### src/hdl/usb_iso_out_endpoint_finder_defines.svh
// ---------------------------------------------------------------------------
// Assertion macros for the isochronous OUT endpoint finder
// Same-cycle and next-cycle implication checks on clk, off during reset.
// ---------------------------------------------------------------------------
`ifndef USB_ISO_OUT_ENDPOINT_FINDER_DEFINES_SVH
`define USB_ISO_OUT_ENDPOINT_FINDER_DEFINES_SVH

// Consequent must hold in the same cycle as the antecedent.
`define USBEP_ASSERT_IMPL(label, ante, cons) \
    label: assert property (@(posedge clk) disable iff (!rst_n) (ante) |-> (cons)) \
        else $error("usbep: same-cycle check failed");

// Consequent must hold in the cycle after the antecedent.
`define USBEP_ASSERT_NEXT(label, ante, cons) \
    label: assert property (@(posedge clk) disable iff (!rst_n) (ante) |=> (cons)) \
        else $error("usbep: next-cycle check failed");

`endif

### src/hdl/usbep_pkg.sv
// ---------------------------------------------------------------------------
// usbep_pkg
// Transfer types, register indexes and descriptor codes for the endpoint finder.
// ---------------------------------------------------------------------------
`default_nettype none

package usbep_pkg;

    typedef struct packed {
        logic [7:0] data_byte;
        logic       last;
    } in_t;

    typedef struct packed {
        logic        found;
        logic [6:0]  endpoint_address;
        logic [15:0] max_packet;
        logic [7:0]  poll_interval;
    } out_t;

    localparam int unsigned CFG_IDX_W = 1;

    localparam logic [CFG_IDX_W-1:0] CFG_TARGET_INTERFACE = 1'b0;
    localparam logic [CFG_IDX_W-1:0] CFG_TARGET_ALT       = 1'b1;

    localparam logic [7:0] DESC_TYPE_INTERFACE = 8'd4;
    localparam logic [7:0] DESC_TYPE_ENDPOINT  = 8'd5;
    localparam logic [7:0] IFACE_MIN_LEN       = 8'd9;
    localparam logic [7:0] EP_MIN_LEN          = 8'd7;
    localparam logic [7:0] DESC_MIN_LEN        = 8'd2;
    localparam logic [1:0] XFER_ISOCHRONOUS    = 2'b01;

endpackage

`default_nettype wire

### src/hdl/usbep_parse.sv
// ---------------------------------------------------------------------------
// usbep_parse
// Descriptor walker: tracks position in each descriptor and latches the match.
// ---------------------------------------------------------------------------
`default_nettype none

module usbep_parse (
    input  wire logic                           clk,
    input  wire logic                           rst_n,
    input  wire logic                           fire,
    input  wire usbep_pkg::in_t                 in_data,
    input  wire logic                           cfg_we,
    input  wire logic [usbep_pkg::CFG_IDX_W-1:0] cfg_index,
    input  wire logic [7:0]                     cfg_data,
    output logic                                res_valid,
    output usbep_pkg::out_t                     res
);

    logic [7:0]  target_if_reg;
    logic [7:0]  target_alt_reg;

    logic [7:0]  pos_reg, pos_next;
    logic [7:0]  len_reg, len_next;
    logic [7:0]  type_reg, type_next;
    logic [39:0] cap_reg, cap_next;
    logic        in_target_reg, in_target_next;
    logic        halted_reg, halted_next;
    logic        latched_reg, latched_next;
    logic [6:0]  addr_reg, addr_next;
    logic [15:0] mps_reg, mps_next;
    logic [7:0]  ival_reg, ival_next;

    logic [7:0]  b;
    logic [7:0]  type_work;
    logic [39:0] cap_work;
    logic        desc_done;

    assign b = in_data.data_byte;

    always_comb
    begin
        pos_next       = pos_reg;
        len_next       = len_reg;
        type_next      = type_reg;
        cap_next       = cap_reg;
        in_target_next = in_target_reg;
        halted_next    = halted_reg;
        latched_next   = latched_reg;
        addr_next      = addr_reg;
        mps_next       = mps_reg;
        ival_next      = ival_reg;

        type_work = (pos_reg == 8'd1) ? b : type_reg;
        cap_work  = cap_reg;
        for (int i = 0; i < 5; i++)
        begin
            if (pos_reg == 8'(i + 2))
                cap_work[8*i +: 8] = cap_reg[8*i +: 8] | b;
        end
        desc_done = ({1'b0, pos_reg} + 9'd1) >= {1'b0, len_reg};

        if (fire && !halted_reg)
        begin
            if (pos_reg == 8'd0)
            begin
                // length byte: too short stops the walk
                if (b < usbep_pkg::DESC_MIN_LEN)
                begin
                    halted_next = 1'b1;
                end
                else
                begin
                    len_next = b;
                    cap_next = '0;
                    pos_next = 8'd1;
                end
            end
            else
            begin
                type_next = type_work;
                cap_next  = cap_work;
                if (desc_done)
                begin
                    pos_next = 8'd0;
                    if (type_work == usbep_pkg::DESC_TYPE_INTERFACE &&
                        len_reg >= usbep_pkg::IFACE_MIN_LEN)
                    begin
                        in_target_next = (cap_work[7:0] == target_if_reg) &&
                                         (cap_work[15:8] == target_alt_reg);
                    end
                    else if (in_target_reg &&
                             type_work == usbep_pkg::DESC_TYPE_ENDPOINT &&
                             len_reg >= usbep_pkg::EP_MIN_LEN)
                    begin
                        if (cap_work[9:8] == usbep_pkg::XFER_ISOCHRONOUS &&
                            !cap_work[7] && !latched_reg)
                        begin
                            latched_next = 1'b1;
                            addr_next    = cap_work[6:0];
                            mps_next     = cap_work[31:16];
                            ival_next    = cap_work[39:32];
                        end
                    end
                end
                else
                begin
                    pos_next = pos_reg + 8'd1;
                end
            end
        end

        res_valid            = fire && in_data.last;
        res.found            = latched_next;
        res.endpoint_address = latched_next ? addr_next : 7'd0;
        res.max_packet       = latched_next ? mps_next : 16'd0;
        res.poll_interval    = latched_next ? ival_next : 8'd0;

        // end of blob: report, then start afresh
        if (res_valid)
        begin
            pos_next       = '0;
            len_next       = '0;
            type_next      = '0;
            cap_next       = '0;
            in_target_next = 1'b0;
            halted_next    = 1'b0;
            latched_next   = 1'b0;
            addr_next      = '0;
            mps_next       = '0;
            ival_next      = '0;
        end
    end

    always_ff @(posedge clk or negedge rst_n)
    begin
        if (!rst_n)
        begin
            target_if_reg  <= '0;
            target_alt_reg <= '0;
            pos_reg        <= '0;
            len_reg        <= '0;
            type_reg       <= '0;
            cap_reg        <= '0;
            in_target_reg  <= 1'b0;
            halted_reg     <= 1'b0;
            latched_reg    <= 1'b0;
            addr_reg       <= '0;
            mps_reg        <= '0;
            ival_reg       <= '0;
        end
        else
        begin
            pos_reg       <= pos_next;
            len_reg       <= len_next;
            type_reg      <= type_next;
            cap_reg       <= cap_next;
            in_target_reg <= in_target_next;
            halted_reg    <= halted_next;
            latched_reg   <= latched_next;
            addr_reg      <= addr_next;
            mps_reg       <= mps_next;
            ival_reg      <= ival_next;
            if (cfg_we)
            begin
                case (cfg_index)
                    usbep_pkg::CFG_TARGET_INTERFACE: target_if_reg  <= cfg_data;
                    usbep_pkg::CFG_TARGET_ALT:       target_alt_reg <= cfg_data;
                    default: ;
                endcase
            end
        end
    end

endmodule

`default_nettype wire

### src/hdl/usb_iso_out_endpoint_finder.sv
// ---------------------------------------------------------------------------
// usb_iso_out_endpoint_finder
// Finds the isochronous OUT endpoint of a chosen interface and alternate
// setting in a streamed configuration descriptor.
// ---------------------------------------------------------------------------
// Usage:
//   Input channel (in_valid / in_stall / in_data) carries the descriptor blob
//   one byte per transfer; in_data.last marks its final byte. One byte is
//   taken every cycle while in_stall is low: the descriptor walk is a single
//   counter/compare update between the walker's state registers.
//   Output channel (out_valid / out_stall / out_data) gives one result per
//   blob, registered after the final byte is taken.
//   Configuration: cfg_we with cfg_index selects target interface (0) or
//   target alternate setting (1); cfg_data is the value. Write while idle.
//   When the receiver stalls, the result holds and a second result goes to a
//   skid register; in_stall rises only once that register is full, so input
//   keeps flowing until two results are pending.
//   Reset clears the walk, the latched endpoint, both targets and the output.
// ---------------------------------------------------------------------------
`default_nettype none
`include "usb_iso_out_endpoint_finder_defines.svh"

module usb_iso_out_endpoint_finder (
    input  wire logic                            clk,
    input  wire logic                            rst_n,
    input  wire logic                            in_valid,
    output logic                                 in_stall,
    input  wire usbep_pkg::in_t                  in_data,
    output logic                                 out_valid,
    input  wire logic                            out_stall,
    output usbep_pkg::out_t                      out_data,
    input  wire logic                            cfg_we,
    input  wire logic [usbep_pkg::CFG_IDX_W-1:0] cfg_index,
    input  wire logic [7:0]                      cfg_data
);

    logic            fire;
    logic            res_valid;
    usbep_pkg::out_t res;

    logic            out_valid_reg;
    usbep_pkg::out_t out_data_reg;
    logic            skid_valid_reg;
    usbep_pkg::out_t skid_data_reg;

    assign in_stall  = skid_valid_reg;
    assign fire      = in_valid && !in_stall;
    assign out_valid = out_valid_reg;
    assign out_data  = out_data_reg;

    usbep_parse u_parse (
        .clk       (clk),
        .rst_n     (rst_n),
        .fire      (fire),
        .in_data   (in_data),
        .cfg_we    (cfg_we),
        .cfg_index (cfg_index),
        .cfg_data  (cfg_data),
        .res_valid (res_valid),
        .res       (res)
    );

    always_ff @(posedge clk or negedge rst_n)
    begin
        if (!rst_n)
        begin
            out_valid_reg  <= 1'b0;
            skid_valid_reg <= 1'b0;
        end
        else if (!out_valid_reg || !out_stall)
        begin
            // output register free: drain skid first
            if (skid_valid_reg)
            begin
                out_valid_reg  <= 1'b1;
                skid_valid_reg <= 1'b0;
            end
            else
            begin
                out_valid_reg <= res_valid;
            end
        end
        else if (res_valid)
        begin
            skid_valid_reg <= 1'b1;
        end
    end

    always_ff @(posedge clk)
    begin
        if (!out_valid_reg || !out_stall)
        begin
            out_data_reg <= skid_valid_reg ? skid_data_reg : res;
        end
        else if (res_valid)
        begin
            skid_data_reg <= res;
        end
    end

    `USBEP_ASSERT_IMPL(a_skid_behind_out, skid_valid_reg, out_valid_reg)
    `USBEP_ASSERT_IMPL(a_no_lost_result, res_valid, !skid_valid_reg)
    `USBEP_ASSERT_IMPL(a_empty_result_zero, out_valid_reg && !out_data_reg.found,
        out_data_reg.endpoint_address == 7'd0 && out_data_reg.max_packet == 16'd0 &&
        out_data_reg.poll_interval == 8'd0)
    `USBEP_ASSERT_NEXT(a_skid_drains, skid_valid_reg && !out_stall, !skid_valid_reg)

endmodule

`default_nettype wire
### config.mk
export PLATFORM = sky130hd
export DESIGN_NAME = usb_iso_out_endpoint_finder
export DESIGN_NICKNAME = d
export VERILOG_FILES = /design/src/hdl/usbep_pkg.sv /design/src/hdl/usbep_parse.sv /design/src/hdl/usb_iso_out_endpoint_finder.sv
export VERILOG_INCLUDE_DIRS = /design/src /design/src/hdl
export SDC_FILE = /design/constraint.sdc
export NUM_CORES = 1
export LEC_CHECK = 0
export ABC_AREA = 1
export BUFFER_PORTS_ARGS = -buffer_cell sky130_fd_sc_hd__buf_2
export CAP_MARGIN = 20
export CORE_UTILIZATION = 55
export CTS_CLUSTER_DIAMETER = 200
export DETAILED_ROUTE_END_ITERATION = 7
export PLACE_DENSITY = 0.76
export SLEW_MARGIN = 40
export SYNTH_ARGS = -nofsm -noshare
export SYNTH_HDL_FRONTEND = slang
export SYNTH_SLANG_ARGS = --single-unit
### constraint.sdc
create_clock -name clk -period 3.3 [get_ports clk]
set_clock_uncertainty 0.15 [all_clocks]
set_input_delay 0.165 -clock clk [delete_from_list [all_inputs] [get_ports clk]]
set_output_delay 0.165 -clock clk [all_outputs]
set_load 0.05 [all_outputs]
After elaboration in Yosys (flattened, before gate mapping)
Index checks and enable logic that the tools add are counted.
W data, S select, Z words.
{"block": "totals", "regBits": 180, "out_inout_bits": 34}
{"block": "classes", "n_addsub": 2, "eq_ne": 14, "bitwise_logic": 7, "order_cmp": 4, "muxes": 66, "n_reduce_logical": 31}
{"op": "$mux W8", "count": 26}
{"op": "$mux W40", "count": 4}
{"op": "$mux W16", "count": 8}
{"op": "$mux W7", "count": 8}
{"op": "$eq A8 B3 Y1 const B", "count": 5}
{"op": "$or A8 B8 Y8", "count": 5}
{"op": "$mux W32", "count": 1}
{"op": "$mux W1", "count": 19}
{"op": "$eq A8 B2 Y1 const B", "count": 2}
{"op": "$eq A8 B8 Y1", "count": 2}
{"op": "$reduce_bool A2 Y1", "count": 6}
{"op": "$reduce_and A2 Y1", "count": 5}
{"op": "$add A8 B1 Y9 const B", "count": 1}
{"op": "$ge A9 B8 Y1", "count": 1}
{"op": "$logic_and A1 B1 Y1", "count": 9}
{"op": "$add A8 B1 Y8 const B", "count": 1}
{"op": "$eq A8 B1 Y1 const B", "count": 1}
{"op": "$ge A8 B3 Y1 const B", "count": 1}
{"op": "$ge A8 B4 Y1 const B", "count": 1}
{"op": "$logic_not A8 Y1", "count": 1}
{"op": "$lt A8 B2 Y1 const B", "count": 1}
{"op": "$logic_not A1 Y1", "count": 6}
{"op": "$reduce_and A3 Y1", "count": 2}
{"op": "$ne A2 B2 Y1 const B", "count": 2}
{"op": "other kinds (5)", "count": 6}

Longest topological paths before layout
{"block": "logic_depth", "ltp_word": 13, "mapped_depth": 22}

Modules after synthesis
From an unflattened synthesis, not the netlist that was laid out.
{"block": "hier_totals", "cells_unflattened": 1007, "area_unflattened_um2": 8732.1}
{"mod": "usbep_parse", "cells_each": 829, "area_per_inst_um2": 6266.0, "n_inst": 1, "seq_area_each_um2": 2852.7}
{"mod": "usb_iso_out_endpoint_finder", "cells_each": 178, "area_per_inst_um2": 2466.1, "n_inst": 1, "seq_area_each_um2": 1971.9}

Worst setup path before layout
Ideal clock, no wire load.
{"block": "synth_timing", "path_type": "reg-to-reg", "from": "register skid_valid_reg, in the netlist in_stall", "to": "register skid_data_reg[0] in the netlist's numbering, enable pin", "period_less_slack_ps": 3592, "path_stages_with_launch": 7, "required_time_ps": 2729, "slack_ps": -292, "arrival_time_ps": 3020, "cell_sequence": "dfrtp_1 -> buf_4 -> nor3_2 -> inv_1 -> clkbuf_1 -> buf_1 -> nor2_1"}
{"block": "synth_via", "elab_chain_cells": 4}
{"element": "start, declared", "line_no": "usb_iso_out_endpoint_finder.sv:43", "text": "logic skid_valid_reg;"}
{"element": "start signal, assigned", "line_no": "usb_iso_out_endpoint_finder.sv:68", "text": "skid_valid_reg <= 1'b0;"}
{"element": "start signal, assigned", "line_no": "usb_iso_out_endpoint_finder.sv:76", "text": "skid_valid_reg <= 1'b0;"}
{"element": "start signal, assigned", "line_no": "usb_iso_out_endpoint_finder.sv:85", "text": "skid_valid_reg <= 1'b1;"}
{"element": "$logic_not A1 Y1", "line_no": "usb_iso_out_endpoint_finder.sv:47", "text": "assign fire = in_valid && !in_stall;"}
{"element": "$logic_and A1 B1 Y1", "line_no": "usb_iso_out_endpoint_finder.sv:47"}
{"element": "$logic_and A1 B1 Y1", "line_no": "usbep_parse.sv:112", "text": "res_valid = fire && in_data.last;"}
{"element": "$reduce_and A2 Y1 (no line)"}
{"element": "end signal, assigned", "line_no": "usb_iso_out_endpoint_finder.sv:97", "text": "skid_data_reg <= res;"}
{"element": "end, declared", "line_no": "usb_iso_out_endpoint_finder.sv:44", "text": "usbep_pkg::out_t skid_data_reg;"}
Every way passes these cells.
A chain may end at the register's enable or synchronous reset.

Worst setup path after layout
{"block": "layout_timing", "from": "register u_parse.pos_reg[0]", "to": "register out_data_reg (netlist bit out_data[5]), data pin"}
{"block": "layout_via", "elab_chain_cells": 13, "word_cells_on_any_way": 34}
{"element": "start, declared", "line_no": "usbep_parse.sv:22", "text": "logic [7:0] pos_reg, pos_next;"}
{"element": "start signal, assigned", "line_no": "usbep_parse.sv:153", "text": "pos_reg <= pos_next;"}
{"element": "parallel branches: the longest is 11 deep, another holds $add A8 B1 Y9"}
{"element": "$mux W8 (*)", "line_no": "usbep_parse.sv:116", "text": "res.poll_interval = latched_next ? ival_next : 8'd0;"}
{"element": "$mux W32 (*)", "line_no": "usb_iso_out_endpoint_finder.sv:93", "text": "out_data_reg <= skid_valid_reg ? skid_data_reg : res;"}
{"element": "end signal, assigned", "line_no": "usb_iso_out_endpoint_finder.sv:93"}
{"element": "end, declared", "line_no": "usb_iso_out_endpoint_finder.sv:42", "text": "usbep_pkg::out_t out_data_reg;"}
Mark *: on every way between the ends.

==> results.sh <==
export IMPL_run_status="finished, final reports clean"
export IMPL_switching_share=0.309
export IMPL_n_antenna_cell=0
export IMPL_design_portCount=57
export IMPL_seq_pwr_share=0.419
export IMPL_worstPathRequired_ns=3.33
export IMPL_portBuffers=56
export IMPL_rows=45
export IMPL_layout_min_cycle_time_ns=3.10
export IMPL_max_cap_viol_count=0
export IMPL_design_area_sq_mm=0.0100
export IMPL_hp_class="primary input to flip-flop"
export IMPL_synthesis_nets=1018
export IMPL_htree_num_levels=4
export IMPL_synth_seq_cells=180
export IMPL_drc=0
export IMPL_power_switching_w=0.00190
export IMPL_antenna_found_initial=0
export IMPL_overall_via_count_from_detail_route=6732
export IMPL_globalplace_congestion=0.879
export IMPL_fmaxAchievable_mhz=323
export IMPL_worst_pin_slew_ns=0.622
export IMPL_detail_route_antenna_nets=0
export IMPL_crit_path_cell_trace="buf_4 -> ha_1 -> xor2_1 -> ha_1 -> nand2_1 -> a21oi_1 -> nor2_1 -> nor2_2 -> nor2_2 -> nand3_4 -> nand2_2 -> inv_2 -> nand3_4 -> clkbuf_16 -> nand2_1 -> nand2_1 -> nand2_1 -> nand2_1"
export IMPL_first_pass_iteration_count_of_the_detailed_router=6
export IMPL_cts_reportedPaths_clkPinSlew_ns=0.07
export IMPL_synth_warnings=0
export IMPL_wire_length_after_detailed_routing_mm=20.2
export IMPL_drt_iter0_markers=527
export IMPL_critPathLaunchType="flip-flop"
export IMPL_arrival_time_at_the_worst_endpoint_ns=3.13
export IMPL_largest_register_ffs=40
export IMPL_netlist_area_sq_mm=0.00861
export IMPL_irDropWorstVdd_mv=0.525
export IMPL_power_share_combinational=0.236
export IMPL_start_util=0.564
export IMPL_nature_of_the_critical_path_endpoint="flip-flop"
export IMPL_layout_drive_gt1_share=0.163
export IMPL_worst_skew_pair_late_latency_ns=0.42
export IMPL_grt_use_total=0.262
export IMPL_avgViaCountPerCell=5.27
export IMPL_chipHeight_um=127
export IMPL_tritoncts_sinks=180
export IMPL_slowest_stage_cell_cp="dfrtp_2"
export IMPL_hold_viol_final=0
export IMPL_cts_path_max_buffers=2
export IMPL_floorplan_core_area_sq_mm=0.0153
export IMPL_grt_max_degree=60
export IMPL_avgSynthCellArea_sq_um=8.77
export IMPL_cp_slowest_stage_delay_ns=0.44
export IMPL_crit_path_frequent_cell="nand2_1"
export IMPL_grt_setup_unrepaired="false"
export IMPL_yosys_cell_types_count=38
export IMPL_fp_dieArea_sq_mm=0.0162
export IMPL_area_growth_pct=16.2
export IMPL_cts_inserted_buffers=17
export IMPL_total_leakage_power_nw=4.79
export IMPL_ctsRootBufferMaster="clkbuf_16"
export IMPL_netlist_instances=982
export IMPL_final_min_period_over_clock_period=0.938
export IMPL_worstSetupPathType="flip-flop to flip-flop"
export IMPL_synth_sequential_area_ratio=0.560
export IMPL_p_per_area_mw_per_mm2=616
export IMPL_max_slew_margin=0.581
export IMPL_global_route_overflow_total=0
export IMPL_dieWidth_um=127
export IMPL_fraction_of_power_consumed_by_the_clock_network=0.345
export IMPL_first_global_vias=6459
export IMPL_final_max_slew_violation_count=0
export IMPL_routed_wire_length_per_instance_um=15.8
export IMPL_tritoncts_clock_tree="yes"
export IMPL_finalSetupViolCount=0
export IMPL_dp_hpwl_mm=12.7
export IMPL_placedInstanceArea_sq_mm=0.00911
export IMPL_cell_internal_pwr_w=0.00425
export IMPL_fin_tns_setup_ns=0
export IMPL_nFillCells=1217
export IMPL_path_max_fanout=15
export IMPL_final_net_count=1090
export IMPL_grt_first_pass_wirelength_mm=32.5
## cells in the mapped netlist
cell	count	area (sq um)
buf_2	11	55.1
nand3_2	4	40.0
edfxtp_1	64	1920
o21bai_1	3	22.5
nand2_2	11	68.8
a21o_1	1	7.51
buf_1	1	3.75
clkinv_4	1	8.76
o22ai_1	7	43.8
nand2_1	276	1040
ha_1	13	163
buf_8	1	15.0
xnor2_1	6	52.6
nor3_1	4	20.0
dlygate4sd1_1	1	8.76
o21ai_0	76	380
nand4_1	7	43.8
clkbuf_1	21	78.8
a21oi_1	42	210
nand3_1	39	195
nor3_2	1	10.0
nor4_1	1	6.26
buf_6	2	22.5
nand3b_1	24	180
a32o_1	3	30.0
o21ai_1	3	15.0
or2_2	3	18.8
buf_4	5	37.5
nor2_2	6	37.5
nor2_1	93	349
nor2_4	3	33.8
inv_2	21	78.8
inv_1	96	360
dfrtp_1	116	2900
o32ai_1	2	17.5
xor2_1	6	52.6
o21ai_2	4	35.0
nand2_4	4	45.0
## layout make-up
class,instances,area [sq um],area share
sequential,180,4830,0.483
timing repair buffer,95,687,0.0687
clock buffer,25,507,0.0507
multi-input combinational,642,3150,0.315
tap,211,264,0.0264
inverter,118,448,0.0448
clock inverter,7,118,0.0118
## power by group through the flow
stage	Sequential [W]	Combinational [W]	Clock (W)
3_5_place_dp	0.00262	0.00132	0
4_1_cts	0.00258	0.00135	0.00214
3_3_place_gp	0.00262	0.00130	0
2_1_floorplan	0.00274	0.000864	0
6_report	0.00258	0.00145	0.00212
5_1_grt	0.00260	0.00162	0.00222
## critical path: cells and delay by family (launching register included)
family	cells	cell delay [ns]
xor+xnor	1	0.21
simple gates	11	0.90
fa+ha+maj	2	0.56
compound gates	1	0.12
flops	1	0.44
buf+inv	3	0.47
## path summary, 6_finish.rpt
kind	from	to	slack [ns]	cells past startpoint
max	u_parse.pos_reg[0]	out_data[5]	0.20	18
min	in_data[4]	u_parse.len_reg[3]	0.01	3
min in group asynchronous	rst_n	u_parse.target_if_reg[4]	0.12	2
min reg2reg	u_parse.cap_reg[22]	u_parse.cap_reg[22]	0.34	2
max reg2reg	u_parse.pos_reg[0]	out_data[5]	0.20	18
max in group asynchronous	rst_n	u_parse.cap_reg[20]	2.13	3
## routing by layer
layer  track usage  part of all wire  up-vias
li1              -                 -     3279
met1         0.359              0.44     3181
met2         0.422              0.47      241
met3        0.0561             0.067       31
met4        0.0784             0.019        0
met5             0                 0        -
## cell usage in the layout (no fill, tap or decap), types with 2 or more instances in the layout
cell	count
buf_2	55
nand4_1	7
nand2_1	276
a32o_1	3
nor2_2	9
xor2_1	6
o21bai_1	3
dlygate4sd3_1	14
clkinv_4	2
nand2_2	11
a21oi_1	42
o22ai_1	7
o21ai_0	76
nor2_1	89
clkbuf_8	3
or2_2	3
inv_1	96
clkbuf_16	20
dfrtp_1	113
nand2_4	4
buf_4	20
clkinv_2	2
dfrtp_2	3
nand3_1	39
nor3_1	4
nor2_4	4
xnor2_1	6
nand3_4	2
o21ai_1	3
clkbuf_1	4
nand3_2	2
o32ai_1	2
o21ai_2	4
bufinv_16	3
buf_12	3
edfxtp_1	64
ha_1	13
inv_2	21
nand3b_1	24
## through the flow
step | hold WS (ns) | setup slack (ns) | total power, W | cells | util
after detailed placement | 0.144 | 0.131 | 0.00394 | 1224 | 0.597
after CTS | 0.000966 | 0.111 | 0.00606 | 1270 | 0.647
after global placement | 0.136 | 0.205 | 0.00392 | 1224 | 0.597
after global routing | 0.0214 | 0.00240 | 0.00644 | 1278 | 0.656
final | 0.0109 | 0.204 | 0.00616 | 1278 | 0.656
after floorplan | -0.281 | 0.236 | 0.00361 | 982 | -
## cell families (layout without fill, tap and decap cells)
| group | Yosys count | count (layout) | share of synthesized area |
|---|---|---|---|
| AOI/OAI and AO/OA | 141 | 141 | 0.0885 |
| xor gates and xnor gates | 12 | 12 | 0.0122 |
| adders and majority gates | 13 | 13 | 0.0189 |
| and+or+nand+nor | 476 | 476 | 0.242 |
| DFF | 180 | 180 | 0.560 |
| buffers and inverters | 160 | 245 | 0.0778 |
## what timing repair did
item,CTS,global route
endpoints found under the hold margin,77,0
endpoints found under the setup margin,0,92
gates resized for setup,0,8
hold buffers,14,0
setup buffers,0,6
Power figures use the tool's default switching activity.
